[config.mk]
export PLATFORM = sky130hd
export DESIGN_NAME = cbm1_decode
export DESIGN_NICKNAME = d
export VERILOG_FILES = /design/src/rtl/core/cartridge_bank_controller_mbc1_macros.svh /design/src/rtl/core/cbm1_pkg.sv /design/src/rtl/core/cbm1_decode.sv
export SDC_FILE = /design/constraint.sdc
export NUM_CORES = 1
export LEC_CHECK = 0
export BUFFER_PORTS_ARGS = -buffer_cell sky130_fd_sc_hd__buf_2
export CAP_MARGIN = 20
export CORE_ASPECT_RATIO = 1.2
export CORE_MARGIN = 2
export CORE_UTILIZATION = 33
export DETAILED_ROUTE_END_ITERATION = 8
export GPL_TIMING_DRIVEN = 0
export PLACE_DENSITY = 0.9
export SYNTH_ARGS = -nofsm -noshare
export SYNTH_HDL_FRONTEND = slang
export SYNTH_SLANG_ARGS = --single-unit
export TNS_END_PERCENT = 100
[constraint.sdc]
create_clock -name vclk -period 2.7
set_input_delay 0.405 -clock vclk [all_inputs]
set_output_delay 0.405 -clock vclk [all_outputs]
set_load 0.01 [all_outputs]
[src/rtl/core/cartridge_bank_controller_mbc1_macros.svh]
// Assertion macros for the MBC1 cartridge bank controller.
// Taken in by `include from the files that carry checks; no other dependencies.
`ifndef CARTRIDGE_BANK_CONTROLLER_MBC1_MACROS_SVH
`define CARTRIDGE_BANK_CONTROLLER_MBC1_MACROS_SVH
`ifndef NO_ASSERTIONS
// Same-cycle implication, sampled on the rising clock edge outside reset
`define CBM1_ASSERT_NOW(label, clk, rst_n, ante, cons) \
    label: assert property (@(posedge clk) disable iff (!rst_n) (ante) |-> (cons)) \
        else $error("cbm1: same-cycle check failed");
// Next-cycle implication
`define CBM1_ASSERT_NEXT(label, clk, rst_n, ante, cons) \
    label: assert property (@(posedge clk) disable iff (!rst_n) (ante) |=> (cons)) \
        else $error("cbm1: next-cycle check failed");
`else
`define CBM1_ASSERT_NOW(label, clk, rst_n, ante, cons)
`define CBM1_ASSERT_NEXT(label, clk, rst_n, ante, cons)
`endif
`endif

[src/rtl/core/cbm1_pkg.sv]
// Package for the MBC1 cartridge bank controller: widths, codes and shared types.
// No dependencies; imported by the interfaces and every module of the block.
package cbm1_pkg;

    // Field widths
    localparam int ADDR_W     = 16;
    localparam int DATA_W     = 8;
    localparam int STATUS_W   = 3;
    localparam int ROM_ADDR_W = 22;
    localparam int ROM_BANK_W = 8;
    localparam int RAM_BANK_W = 2;
    localparam int ROM_SIZE_W = 5;
    localparam int RAM_CNT_W  = 3;
    localparam int CFG_IDX_W  = 1;
    localparam int CFG_DATA_W = 5;

    // Cartridge RAM geometry
    localparam int RAM_BANK_BYTES = 8192;
    localparam int RAM_BANKS_MAX  = 4;
    localparam int RAM_DEPTH      = RAM_BANK_BYTES * RAM_BANKS_MAX;
    localparam int RAM_OFF_W      = $clog2(RAM_BANK_BYTES);
    localparam int RAM_IDX_W      = $clog2(RAM_DEPTH);
    localparam int ROM_OFF_W      = 14;

    // ROM size limits (log2 of bytes)
    localparam logic [ROM_SIZE_W-1:0] ROM_LOG2_MIN = ROM_SIZE_W'(15);
    localparam logic [ROM_SIZE_W-1:0] ROM_LOG2_MAX = ROM_SIZE_W'(ROM_ADDR_W);

    // Decode constants
    localparam logic [2:0]            RAM_WINDOW   = 3'b101;
    localparam logic [3:0]            RAM_EN_KEY   = 4'hA;
    localparam logic [DATA_W-1:0]     OPEN_BUS     = 8'hFF;
    localparam logic [ROM_BANK_W-1:0] ROM_HI_MASK  = 8'hE0;

    typedef enum logic [0:0] {
        OP_READ  = 1'b0,
        OP_WRITE = 1'b1
    } op_t;

    typedef enum logic [STATUS_W-1:0] {
        ST_ROM   = 3'd0,
        ST_RAM   = 3'd1,
        ST_OFF   = 3'd2,
        ST_WRITE = 3'd3,
        ST_ERR   = 3'd4
    } status_t;

    typedef enum logic [CFG_IDX_W-1:0] {
        CFG_ROM_SIZE_LOG2  = 1'b0,
        CFG_RAM_BANK_COUNT = 1'b1
    } cfg_idx_t;

    // Register window selected by address bits 14:13 of a low-half write
    typedef enum logic [1:0] {
        WIN_RAM_EN   = 2'd0,
        WIN_ROM_BANK = 2'd1,
        WIN_HI_BANK  = 2'd2,
        WIN_MODE     = 2'd3
    } reg_win_t;

    typedef struct packed {
        logic                  ram_enable;
        logic                  advanced_mode;
        logic [ROM_BANK_W-1:0] rom_bank;
        logic [RAM_BANK_W-1:0] ram_bank;
        logic                  dirty;
    } bank_state_t;

    typedef struct packed {
        logic                 wr_en;
        logic                 rd_en;
        logic [RAM_IDX_W-1:0] idx;
        logic [DATA_W-1:0]    wdata;
    } ram_access_t;

    localparam bank_state_t BANK_STATE_RESET = '{
        ram_enable:    1'b0,
        advanced_mode: 1'b0,
        rom_bank:      ROM_BANK_W'(1),
        ram_bank:      '0,
        dirty:         1'b0
    };

endpackage

[src/rtl/core/cbm1_decode.sv]
// Access decoder for the MBC1 controller: register writes, ROM mapping and
// cartridge RAM index for one bus access. Pure logic; depends on cbm1_pkg.
module cbm1_decode
    import cbm1_pkg::*;
(
    input  bank_state_t           state,
    input  logic [ROM_SIZE_W-1:0] rom_size_log2,
    input  logic [RAM_CNT_W-1:0]  ram_bank_count,
    input  logic                  op,
    input  logic [ADDR_W-1:0]     address,
    input  logic [DATA_W-1:0]     write_data,
    output bank_state_t           state_next,
    output status_t               status,
    output logic [ROM_ADDR_W-1:0] rom_address,
    output ram_access_t           ram_acc
);

    logic [ROM_SIZE_W-1:0] rom_bits;
    logic [ROM_ADDR_W-1:0] rom_mask;
    logic [ROM_BANK_W-1:0] rom_hi;
    logic [RAM_BANK_W-1:0] bank_mask;
    logic                  ram_present;
    logic                  ram_ok;
    logic                  ram_window;
    logic [RAM_BANK_W-1:0] ram_sel;
    logic [4:0]            low_field;

    // ROM size clamp and address mask
    always_comb
    begin
        if (rom_size_log2 < ROM_LOG2_MIN)
            rom_bits = ROM_LOG2_MIN;
        else if (rom_size_log2 > ROM_LOG2_MAX)
            rom_bits = ROM_LOG2_MAX;
        else
            rom_bits = rom_size_log2;
        for (int i = 0; i < ROM_ADDR_W; i++)
            rom_mask[i] = (ROM_SIZE_W'(i) < rom_bits);
    end

    // Present bank count, limited and rounded down to a power of two
    always_comb
    begin
        ram_present = (ram_bank_count != '0);
        if (ram_bank_count >= RAM_CNT_W'(RAM_BANKS_MAX))
            bank_mask = RAM_BANK_W'(RAM_BANKS_MAX - 1);
        else if (ram_bank_count >= RAM_CNT_W'(2))
            bank_mask = RAM_BANK_W'(1);
        else
            bank_mask = '0;
    end

    assign ram_window = (address[ADDR_W-1 -: 3] == RAM_WINDOW);
    assign ram_ok     = state.ram_enable && ram_present;
    assign ram_sel    = state.advanced_mode ? (state.ram_bank & bank_mask) : '0;
    assign rom_hi     = address[ROM_OFF_W] ? state.rom_bank
                      : (state.advanced_mode ? (state.rom_bank & ROM_HI_MASK) : '0);
    assign low_field  = (write_data[4:0] == '0) ? 5'd1 : write_data[4:0];

    // Access decode and next bank state
    always_comb
    begin
        state_next    = state;
        status        = ST_ERR;
        rom_address   = '0;
        ram_acc.wr_en = 1'b0;
        ram_acc.rd_en = 1'b0;
        ram_acc.idx   = {ram_sel, address[RAM_OFF_W-1:0]};
        ram_acc.wdata = write_data;

        if (op == OP_WRITE)
        begin
            if (!address[ADDR_W-1])
            begin
                status = ST_WRITE;
                unique case (reg_win_t'(address[ADDR_W-2 -: 2]))
                    WIN_RAM_EN:   state_next.ram_enable = (write_data[3:0] == RAM_EN_KEY);
                    WIN_ROM_BANK: state_next.rom_bank   = {state.rom_bank[7:5], low_field};
                    WIN_HI_BANK:
                    begin
                        state_next.ram_bank = write_data[1:0];
                        state_next.rom_bank = {1'b0, write_data[1:0], state.rom_bank[4:0]};
                    end
                    WIN_MODE:     state_next.advanced_mode = write_data[0];
                endcase
            end
            else if (ram_window)
            begin
                status = ST_WRITE;
                if (ram_ok)
                begin
                    ram_acc.wr_en    = 1'b1;
                    state_next.dirty = 1'b1;
                end
            end
        end
        else
        begin
            if (!address[ADDR_W-1])
            begin
                status      = ST_ROM;
                rom_address = {rom_hi, address[ROM_OFF_W-1:0]} & rom_mask;
            end
            else if (ram_window)
            begin
                if (ram_ok)
                begin
                    status        = ST_RAM;
                    ram_acc.rd_en = 1'b1;
                end
                else
                    status = ST_OFF;
            end
        end
    end

endmodule

# == Word-level counts from Yosys, hierarchy flattened ==
# Index checks and enable logic that the tools add are counted.
# totals
regBits,0
input_bits,46
out_inout_bits,63
word_cells,67
# classes
magnitude_cmp,26
n_eq_ne,5
mux,30
bitwise_logic,2
n_reduce_logical,4
# op_table
cell,n
22-bit two-way mux,2
4-bit by 5-bit less-than comparator with 1-bit output (first input constant),8
5-bit less-than comparator (first input constant),6
22-bit bitwise AND,1
3-bit by 5-bit less-than comparator with 1-bit output (first input constant),4
8-bit two-way mux,2
8-bit case mux with 2 select lines,1
3-bit two-way mux,5
5-bit two-way mux,3
13-bit two-way mux,1
12-bit two-way mux,1
1-bit two-way mux,11
1-bit by 5-bit less-than comparator with 1-bit output (first input constant),2
2-bit by 5-bit less-than comparator with 1-bit output (first input constant),2
2-bit two-way mux,4
5-bit greater-than comparator (second input constant),1
5-bit zero test,1
5-bit by 4-bit less-than comparator with 1-bit output (second input constant),1
2-bit == test (second input constant),2
4-bit == test (second input constant),1
3-bit == test (second input constant),1
3-bit by 2-bit >= comparator with 1-bit output (second input constant),1
3-bit >= comparator (second input constant),1
3-bit nonzero test,1
4 further kinds,4

# == Longest topological paths before layout ==
# Gate-level depths: netlist of run 1.
# logic_depth
word_depth,7
depth_mapped,5
ltp_nobuf,5

# == Worst setup path before layout of run 1 ==
# Ideal clock, no wire load.
# synth_path
path_type,input to output
startpoint,in address[13]
endpoint,out state_next[4] (netlist name)
arrival_time_ns,1.360
required_ns,2.295
setup_slack_ns,0.935
cell_stages,5
path_buffers,0
cell_sequence,inv_1 -> ha_1 -> and3b_2 -> and2_4 -> a22o_1
# synth_lines
element,line,source
start: declaration,cbm1_decode.sv:10,"input logic [ADDR_W-1:0] address,"
end: declaration,cbm1_decode.sv:12,"output bank_state_t state_next,"

==> run_results.csv, run 1 <==
group,metric,value,unit
outcome,status,"finished clean",
floorplan,rows,18,
power_and_ir_drop,clockPowerShare,0,%
global_route,overflow,0,
global_route,grt_pass1_wl,3312,um
power_and_ir_drop,power.share.sequential,0,%
synthesis,synth_fp_nets,145,
critical_path,end_kind,"output port",
hold_path,min_to,"ram_acc[6]",
hold_path,hold_path_depth,2,
finish,final_nets,253,
finish,drive_gt1_share,67.66,%
synthesis,syn_area_per_cell,7.375,um^2
placed_design,place_congestion,0.7651,
power_and_ir_drop,power.switching,88.11,uW
finish,num-fill-cells,191,
synthesis,yosys_warnings,0,
sta,hold_violations,0,
global_route,grt.total_usage,17.00,%
detailed_routing,firstDrtPassIters,4,
critical_path,critPathArrivalTime,1.66,ns
power_and_ir_drop,ir_drop,84.61,uV
sta,rsz0062_at_grt,"false",
floorplan,start_util,34.57,%
placed_design,post-dp-hpwl,2243,um
floorplan,die_x,46.07,um
clock_tree,cts_setup_buffers,0,
floorplan,ios,109,
placed_design,portBuffers,106,
sta,tns,0,ns
global_route,antenna_found_initial,0,
detailed_routing,wirelength,2491,um
sta,min_period,2.068,ns
power_and_ir_drop,p_leak,0.0008217,uW
finish,layout_commonest_cell,"buf_2",
clock_tree,cts_hold_buf,0,
hold_path,min_path_type,"primary input to output port",
detailed_routing,drtIter0Drc,7,
finish,layout_common_cells,"106 x buf_2, 21 x buf_4, 16 x and2_1",
clock_tree,cts_resized,0,
floorplan,die-area,0.002509,mm^2
detailed_routing,num_vias,1081,
placed_design,place_ws,0.6175,ns
critical_path,crit_path_start_kind,"primary input",
synthesis,ys_types,33,
sta,max_slew.worst_pin.slew,0.4354,ns
sta,slew_headroom,70.86,%
power_and_ir_drop,switching_share,47.33,%
detailed_routing,drc,0,
sta,finalCritPeriodShare,76.59,%
floorplan,die_h,54.48,um
sta,report.final.slew_viol_count,0,
floorplan,core,0.002027,mm^2
power_and_ir_drop,p_per_area,148.2,mW/mm^2
critical_path,criticalPathCategory,"primary input to output port",
finish,area_growth,79.29,%
power_and_ir_drop,intPower,98.06,uW
finish,seq_cell_count,0,
sta,fin_ws,0.6320,ns
finish,regArea,0,um^2
finish,diodes,0,
critical_path,critical_path.max_fanout,8,
global_route,grt_max_degree,11,
critical_path,required,2.30,ns
sta,max_freq,483.6,MHz
synthesis,synth-seq-area-share,0,%
power_and_ir_drop,total_power,186.2,uW
sta,setup_viol,0,
detailed_routing,wl_per_cell,11.27,um
hold_path,worstHoldStart,"write_data[6]",
synthesis,synthCells,95,
global_route,grt_pass1_vias,889,
flow_run,drv_cap,0,
detailed_routing,postRouteAntennaNets,0,
power_and_ir_drop,p_comb_share,100.0,%
synthesis,synth_area,700.7,um^2
finish,nClkBuffers,0,
detailed_routing,via_per_inst,4.891,
==> cell families (layout without fill, tap and decap cells) <==
group | count (synthesis) | in the layout | synth area share [%]
and+or+nand+nor | 46 | 46 | 41.25
buffers and inverters | 25 | 131 | 24.82
AOI/OAI and AO/OA | 16 | 16 | 20.36
adders and majority gates | 4 | 4 | 7.143
muxes | 4 | 4 | 6.428
==> critical path: stages <==
cell     delay, ns
buf_2         0.15
inv_1         0.07
ha_1          0.27
and3b_2       0.23
and2_4        0.18
a22o_1        0.22
buf_2         0.14
==> per-layer routing <==
layer  up-vias  routed length [um]  global-route usage [%]
met2        72                1231                   33.56
met1       468                 945                   18.83
met5         -                   0                       0
met3         6                 264                   2.640
met4         0                  49                   2.381
li1        535                   -                       -
==> through the flow <==
stage               area [um^2]  hold slack (ns)  util, %  cells
floorplan                 700.7           0.8575        -     95
global placement           1256           0.9952    61.98    221
detailed placement         1256           0.9941    61.98    221
CTS                        1256           0.9952    61.98    221
global route               1256           0.9959    61.98    221
finish                     1256           0.9939    61.98    221
==> power by group through the flow <==
stage | Clock (uW) | Sequential (uW) | Combinational, uW
finish | 0 | 0 | 186
global route | 0 | 0 | 205
detailed placement | 0 | 0 | 188
CTS | 0 | 0 | 188
global placement | 0 | 0 | 185
floorplan | 0 | 0 | 93.6
==> how the worst max path moves through the flow <==
| stage | end | cells after the start | from |
|---|---|---|---|
| 4_1_cts | state_next[4] | 7 | address[14] |
| 3_5_place_dp | state_next[4] | 7 | address[14] |
| 3_3_place_gp | state_next[4] | 7 | address[14] |
| 6_report | state_next[4] | 7 | address[14] |
| 2_1_floorplan | state_next[4] | 5 | address[13] |
| 5_1_grt | state_next[7] | 7 | address[14] |
==> synth_stat cells (all sizes together) <==
cell type / instances / area share [%]
and4: 2 / 2.5
a211o: 1 / 1.3
and2: 17 / 16
o22a: 1 / 1.3
mux2: 4 / 6.4
nor4b: 1 / 1.3
nor4: 1 / 0.89
and3: 4 / 4.5
a22o: 5 / 6.2
buf: 21 / 22
nand4: 1 / 0.89
and2b: 1 / 1.1
nor2b: 1 / 0.89
clkbuf: 1 / 0.71
nor3: 1 / 0.71
nor2: 6 / 3.2
nand2b: 3 / 2.7
o41ai: 1 / 1.3
nand2: 4 / 2.1
a21oi: 1 / 0.71
o31ai: 1 / 1.1
nor4bb: 1 / 1.4
a32o: 2 / 2.9
o211a: 2 / 2.9
inv: 3 / 1.6
o311a: 2 / 2.9
and3b: 2 / 2.7
or2: 1 / 0.89
ha: 4 / 7.1
==> layout make-up <==
class | instances | area (um^2) | area share, %
Buffer | 22 | 162.7 | 12.95
Inverter | 3 | 11.26 | 0.8964
Multi-Input combinational cell | 70 | 526.8 | 41.93
Tap cell | 20 | 25.02 | 1.992
Timing Repair Buffer | 106 | 530.5 | 42.23
No activity file was read; power rests on OpenSTA's default activity.
==> run 2: changes to the inputs <==
- CORE_UTILIZATION: 33 -> 27
- PLACE_DENSITY: 0.9 -> 0.78
- clock period: 2.7 -> 1.8 ns (I/O delays scaled with it)
==> run 2 against run 1 <==
  * First-iteration DRC count grew 71%
  * Global-route usage is 0.15 points lower
  * Die area increased by 20%
  * Sequential cell count is the same
  * Via count fell by 0.37%
  * Clock-buffer cell count stayed put
  * Worst setup slack got worse by 0.57 ns
  * Total power increased by 55%
  * Design area is 2.2% higher
==> run_results.csv, run 2 (synthesized netlist as in run 1, its figures left out) <==
group,metric,value,unit
outcome,status,"finished clean",
placed_design,portBuffers,106,
power_and_ir_drop,clockPowerShare,0,%
power_and_ir_drop,switching_share,48.02,%
detailed_routing,via_per_inst,4.603,
power_and_ir_drop,p_per_area,224.5,mW/mm^2
floorplan,ios,109,
flow_run,drv_cap,0,
finish,drive_gt1_share,68.66,%
global_route,grt_pass1_wl,4153,um
power_and_ir_drop,intPower,149.8,uW
detailed_routing,drc,0,
global_route,grt_max_degree,11,
detailed_routing,num_vias,1077,
clock_tree,cts_setup_buffers,0,
placed_design,post-dp-hpwl,2515,um
finish,regArea,0,um^2
global_route,grt_pass1_vias,1030,
critical_path,cpLargestDelayFamily,"simple AND/OR/NAND/NOR gates",
power_and_ir_drop,power.switching,138.4,uW
sta,finalCritPeriodShare,96.72,%
critical_path,critical_path.cell_chain,"buf_4 -> inv_2 -> ha_1 -> and3b_2 -> and2_4 -> a22o_1 -> buf_2",
floorplan,die_h,59.81,um
sta,hold_violations,0,
global_route,antenna_found_initial,0,
finish,num-fill-cells,275,
clock_tree,cts_resized,1,
finish,final_nets,253,
finish,area_growth,83.21,%
global_route,grt.total_usage,16.85,%
critical_path,crit_path_start_kind,"primary input",
critical_path,end_kind,"output port",
placed_design,place_congestion,0.8293,
detailed_routing,wl_per_cell,12.17,um
sta,min_period,1.741,ns
detailed_routing,firstDrtPassIters,4,
critical_path,critPathLaunch,"address[13]",
finish,final_area,0.001284,mm^2
critical_path,cpPeakStageDelay,0.29,ns
critical_path,critPathArrivalTime,1.47,ns
critical_path,required,1.53,ns
floorplan,rows,20,
critical_path,slowest_stage,"ha_1",
floorplan,die-area,0.003020,mm^2
finish,multi_input_area,529.3,um^2
sta,max_freq,574.4,MHz
power_and_ir_drop,p_leak,0.0008236,uW
critical_path,cp_num_buf_inv,3,
power_and_ir_drop,p_comb_share,100.0,%
finish,nClkBuffers,0,
hold_path,worstHoldStart,"write_data[5]",
floorplan,core,0.002502,mm^2
sta,rsz0062_at_grt,"false",
critical_path,criticalPathCategory,"primary input to output port",
finish,layout_common_cells,"104 x buf_2, 22 x buf_4, 16 x and2_1",
global_route,overflow,0,
sta,setup_viol,0,
detailed_routing,drtIter0Drc,12,
sta,whs,0.7235,ns
hold_path,min_path_type,"primary input to output port",
floorplan,die_x,50.51,um
sta,report.final.slew_viol_count,0,
finish,diodes,0,
floorplan,start_util,28.00,%
sta,max_slew.worst_pin.slew,0.3006,ns
sta,slew_headroom,79.94,%
finish,seq_cell_count,0,
clock_tree,cts_hold_buf,0,
power_and_ir_drop,ir_drop,99.90,uV
critical_path,critical_path.max_fanout,5,
power_and_ir_drop,power.share.sequential,0,%
detailed_routing,postRouteAntennaNets,0,
placed_design,placed_area,0.001272,mm^2
detailed_routing,wirelength,2848,um
finish,layout_commonest_cell,"buf_2",
==> run 2: changes by cell type in the layout (fill, tap and decap cells not counted) <==
cell,previous run,this run
buf_2,106,104
buf_4,21,22
buf_6,0,1
inv_1,3,2
inv_2,0,1
nor2_1,6,5
nor2_2,0,1
==> run 2: stage by stage <==
step           instances  utilization, %  setup TNS (ns)  worst slack (ns)  total power (uW)
2_1_floorplan         95               -               0            0.3054             140.5
3_3_place_gp         234           50.85        -0.05241          -0.01451             282.9
3_5_place_dp         234           50.85        -0.08386          -0.02388             285.8
4_1_cts              234           50.95               0           0.02281             287.3
5_1_grt              234           51.30               0          0.009818             313.7
6_report             234           51.30               0           0.05904             288.2
==> run 2: final cells by class <==
type / instances / area share [%]
timing repair buffer: 106 / 42.01
multi-input combinational: 70 / 41.23
tap: 33 / 3.216
buffer: 22 / 12.67
inverter: 3 / 0.8772
==> run 2: final timing paths <==
check                            to  slack [ns]  cells past startpoint
worst max-delay path  state_next[4]        0.06                      7
worst min-delay path     ram_acc[5]        0.72                      2
==> run 2: power groups by stage <==
stage	Combinational (uW)	Sequential [uW]	Clock, uW
2_1_floorplan	140	0	0
4_1_cts	287	0	0
3_3_place_gp	283	0	0
5_1_grt	314	0	0
3_5_place_dp	286	0	0
6_report	288	0	0
==> run 2: layer usage <==
layer  vias up  wire length, um  GRT usage, %
met3         0              325         2.750
li1        538                -             -
met5         -                0             0
met1       475             1026         17.42
met4         0                0             0
met2        64             1496         36.65
==> run 3: changes to the inputs <==
- CORE_UTILIZATION: 27 -> 30
- PLACE_DENSITY: 0.78 -> 0.83
- clock period: 1.8 -> 1.9 ns (I/O delays scaled with it)
==> run 3 against run 2 <==
  * Critical path type unchanged
  * Routed wire length decreased by 11%
  * Global-route usage grew 0.21 points
  * Worst setup slack gained 0.022 ns
  * Clock-buffer cell count unchanged
  * Critical path depth unchanged
  * Total power decreased by 6.8%
  * Sequential share of layout area is the same
  * Non-clock buffer count up 1
  * Largest cell class unchanged
  * Critical endpoint is now state_next[5]
  * First-iteration DRC count decreased by 33%
  * Highest routed layer is now met4
  * Sequential cell count unchanged
  * Combinational power down 7%
==> run_results.csv, run 3 (synthesized netlist as in run 1, its figures left out) <==
group,metric,value,unit
global_route,grt_max_degree,11,
finish,num-fill-cells,216,
critical_path,end_kind,"output port",
finish,layout_common_cells,"105 x buf_2, 23 x buf_4, 16 x and2_1",
sta,min_period,1.819,ns
critical_path,crit_top_cell,"buf_2",
detailed_routing,postRouteAntennaNets,0,
sta,max_slew.worst_pin.slew,0.4562,ns
critical_path,criticalPathCategory,"primary input to output port",
sta,setup_viol,0,
critical_path,critPathLaunch,"address[13]",
global_route,grt_pass1_wl,3636,um
power_and_ir_drop,total_power,268.7,uW
critical_path,critPathArrivalTime,1.53,ns
floorplan,die_x,48.12,um
detailed_routing,drc,0,
sta,tns,0,ns
power_and_ir_drop,ir_drop,101.9,uV
critical_path,slowest_stage,"ha_1",
detailed_routing,wl_per_cell,10.86,um
detailed_routing,wirelength,2530,um
power_and_ir_drop,p_leak,0.0008312,uW
finish,drive_gt1_share,68.32,%
floorplan,start_util,31.02,%
sta,hold_violations,0,
critical_path,crit_path_start_kind,"primary input",
critical_path,cpPeakStageDelay,0.29,ns
global_route,grt_pass1_vias,929,
finish,diodes,0,
detailed_routing,firstDrtPassIters,4,
critical_path,critical_path.cell_chain,"buf_2 -> inv_1 -> ha_1 -> and3b_2 -> and2_4 -> a22o_1 -> buf_2",
placed_design,post-dp-hpwl,2247,um
finish,area_growth,83.75,%
detailed_routing,num_vias,1057,
floorplan,die_h,56.94,um
finish,nClkBuffers,0,
detailed_routing,via_per_inst,4.536,
finish,layout_commonest_cell,"buf_2",
placed_design,place_congestion,0.7687,
floorplan,core,0.002258,mm^2
finish,final_nets,254,
sta,slew_headroom,69.47,%
clock_tree,cts_hold_buf,0,
critical_path,required,1.62,ns
power_and_ir_drop,p_per_area,208.7,mW/mm^2
sta,max_freq,549.7,MHz
placed_design,portBuffers,106,
global_route,grt.total_usage,17.06,%
detailed_routing,drtIter0Drc,8,
critical_path,crit_end,"state_next[5]",
finish,regArea,0,um^2
global_route,antenna_found_initial,0,
floorplan,ios,109,
hold_path,hold_path_depth,2,
global_route,overflow,0,
sta,report.final.slew_viol_count,0,
floorplan,die-area,0.002740,mm^2
floorplan,rows,19,
finish,seq_cell_count,0,
flow_run,drv_cap,0,
hold_path,min_path_type,"primary input to output port",
sta,rsz0062_at_grt,"false",
critical_path,critical_path.max_fanout,5,
outcome,status,"finished clean",
sta,finalCritPeriodShare,95.74,%
[run 3: layout make-up]
| type | instances | area (um^2) | share of cell area, % |
|---|---|---|---|
| tap | 31 | 38.79 | 3.013 |
| buffer | 22 | 162.7 | 12.63 |
| inverter | 3 | 11.26 | 0.8746 |
| timing repair buffer | 107 | 540.5 | 41.98 |
| multi-input combinational | 70 | 534.3 | 41.50 |
[run 3: worst min path at each step]
| stage | from | endpoint | slack [ns] |
|---|---|---|---|
| after floorplan | op | ram_acc[23] | 0.62 |
| after global placement | write_data[7] | ram_acc[7] | 0.75 |
| after detailed placement | write_data[7] | ram_acc[7] | 0.75 |
| after CTS | write_data[7] | ram_acc[7] | 0.75 |
| after global routing | write_data[6] | ram_acc[6] | 0.76 |
| final | write_data[7] | ram_acc[7] | 0.75 |
[run 3: timing repair]
action                                  4_1_cts  5_1_grt
setup buffers                                 0        1
resized for setup                             0        3
endpoints found under the setup margin        0        5
[run 3: worst max-delay path: cells and delay by family]
kind                       cells  cell delay, ns
adders and majority gates      1            0.29
buffers and inverters          3            0.30
and+or+nand+nor                2            0.44
AOI/OAI and AO/OA              1            0.22
[run 3: routing by layer]
layer  wire, um  GRT usage (%)  vias up
met5          0              0        -
met4         17          2.703        0
met3        256          1.899        2
met2       1279          32.76       75
met1        976          19.04      442
li1           -              -      538
[run 3: where the power goes]
part	internal (uW)	total, uW	switching [uW]
sequential	0	0	0
combinational	142	269	126
clock	0	0	0
[run 3: per-stage QoR]
| step | utilization, % | cell area, um^2 | cells | hold WS [ns] | setup WS [ns] |
|---|---|---|---|---|---|
| finish | 57.01 | 1287 | 233 | 0.7530 | 0.08089 |
| global route | 57.01 | 1287 | 233 | 0.7613 | 0.009085 |
| CTS | 56.23 | 1270 | 232 | 0.7540 | 0.05002 |
| detailed placement | 56.23 | 1270 | 232 | 0.7543 | 0.04910 |
| global placement | 56.23 | 1270 | 232 | 0.7544 | 0.07010 |
| floorplan | - | 700.7 | 95 | 0.6175 | 0.3754 |
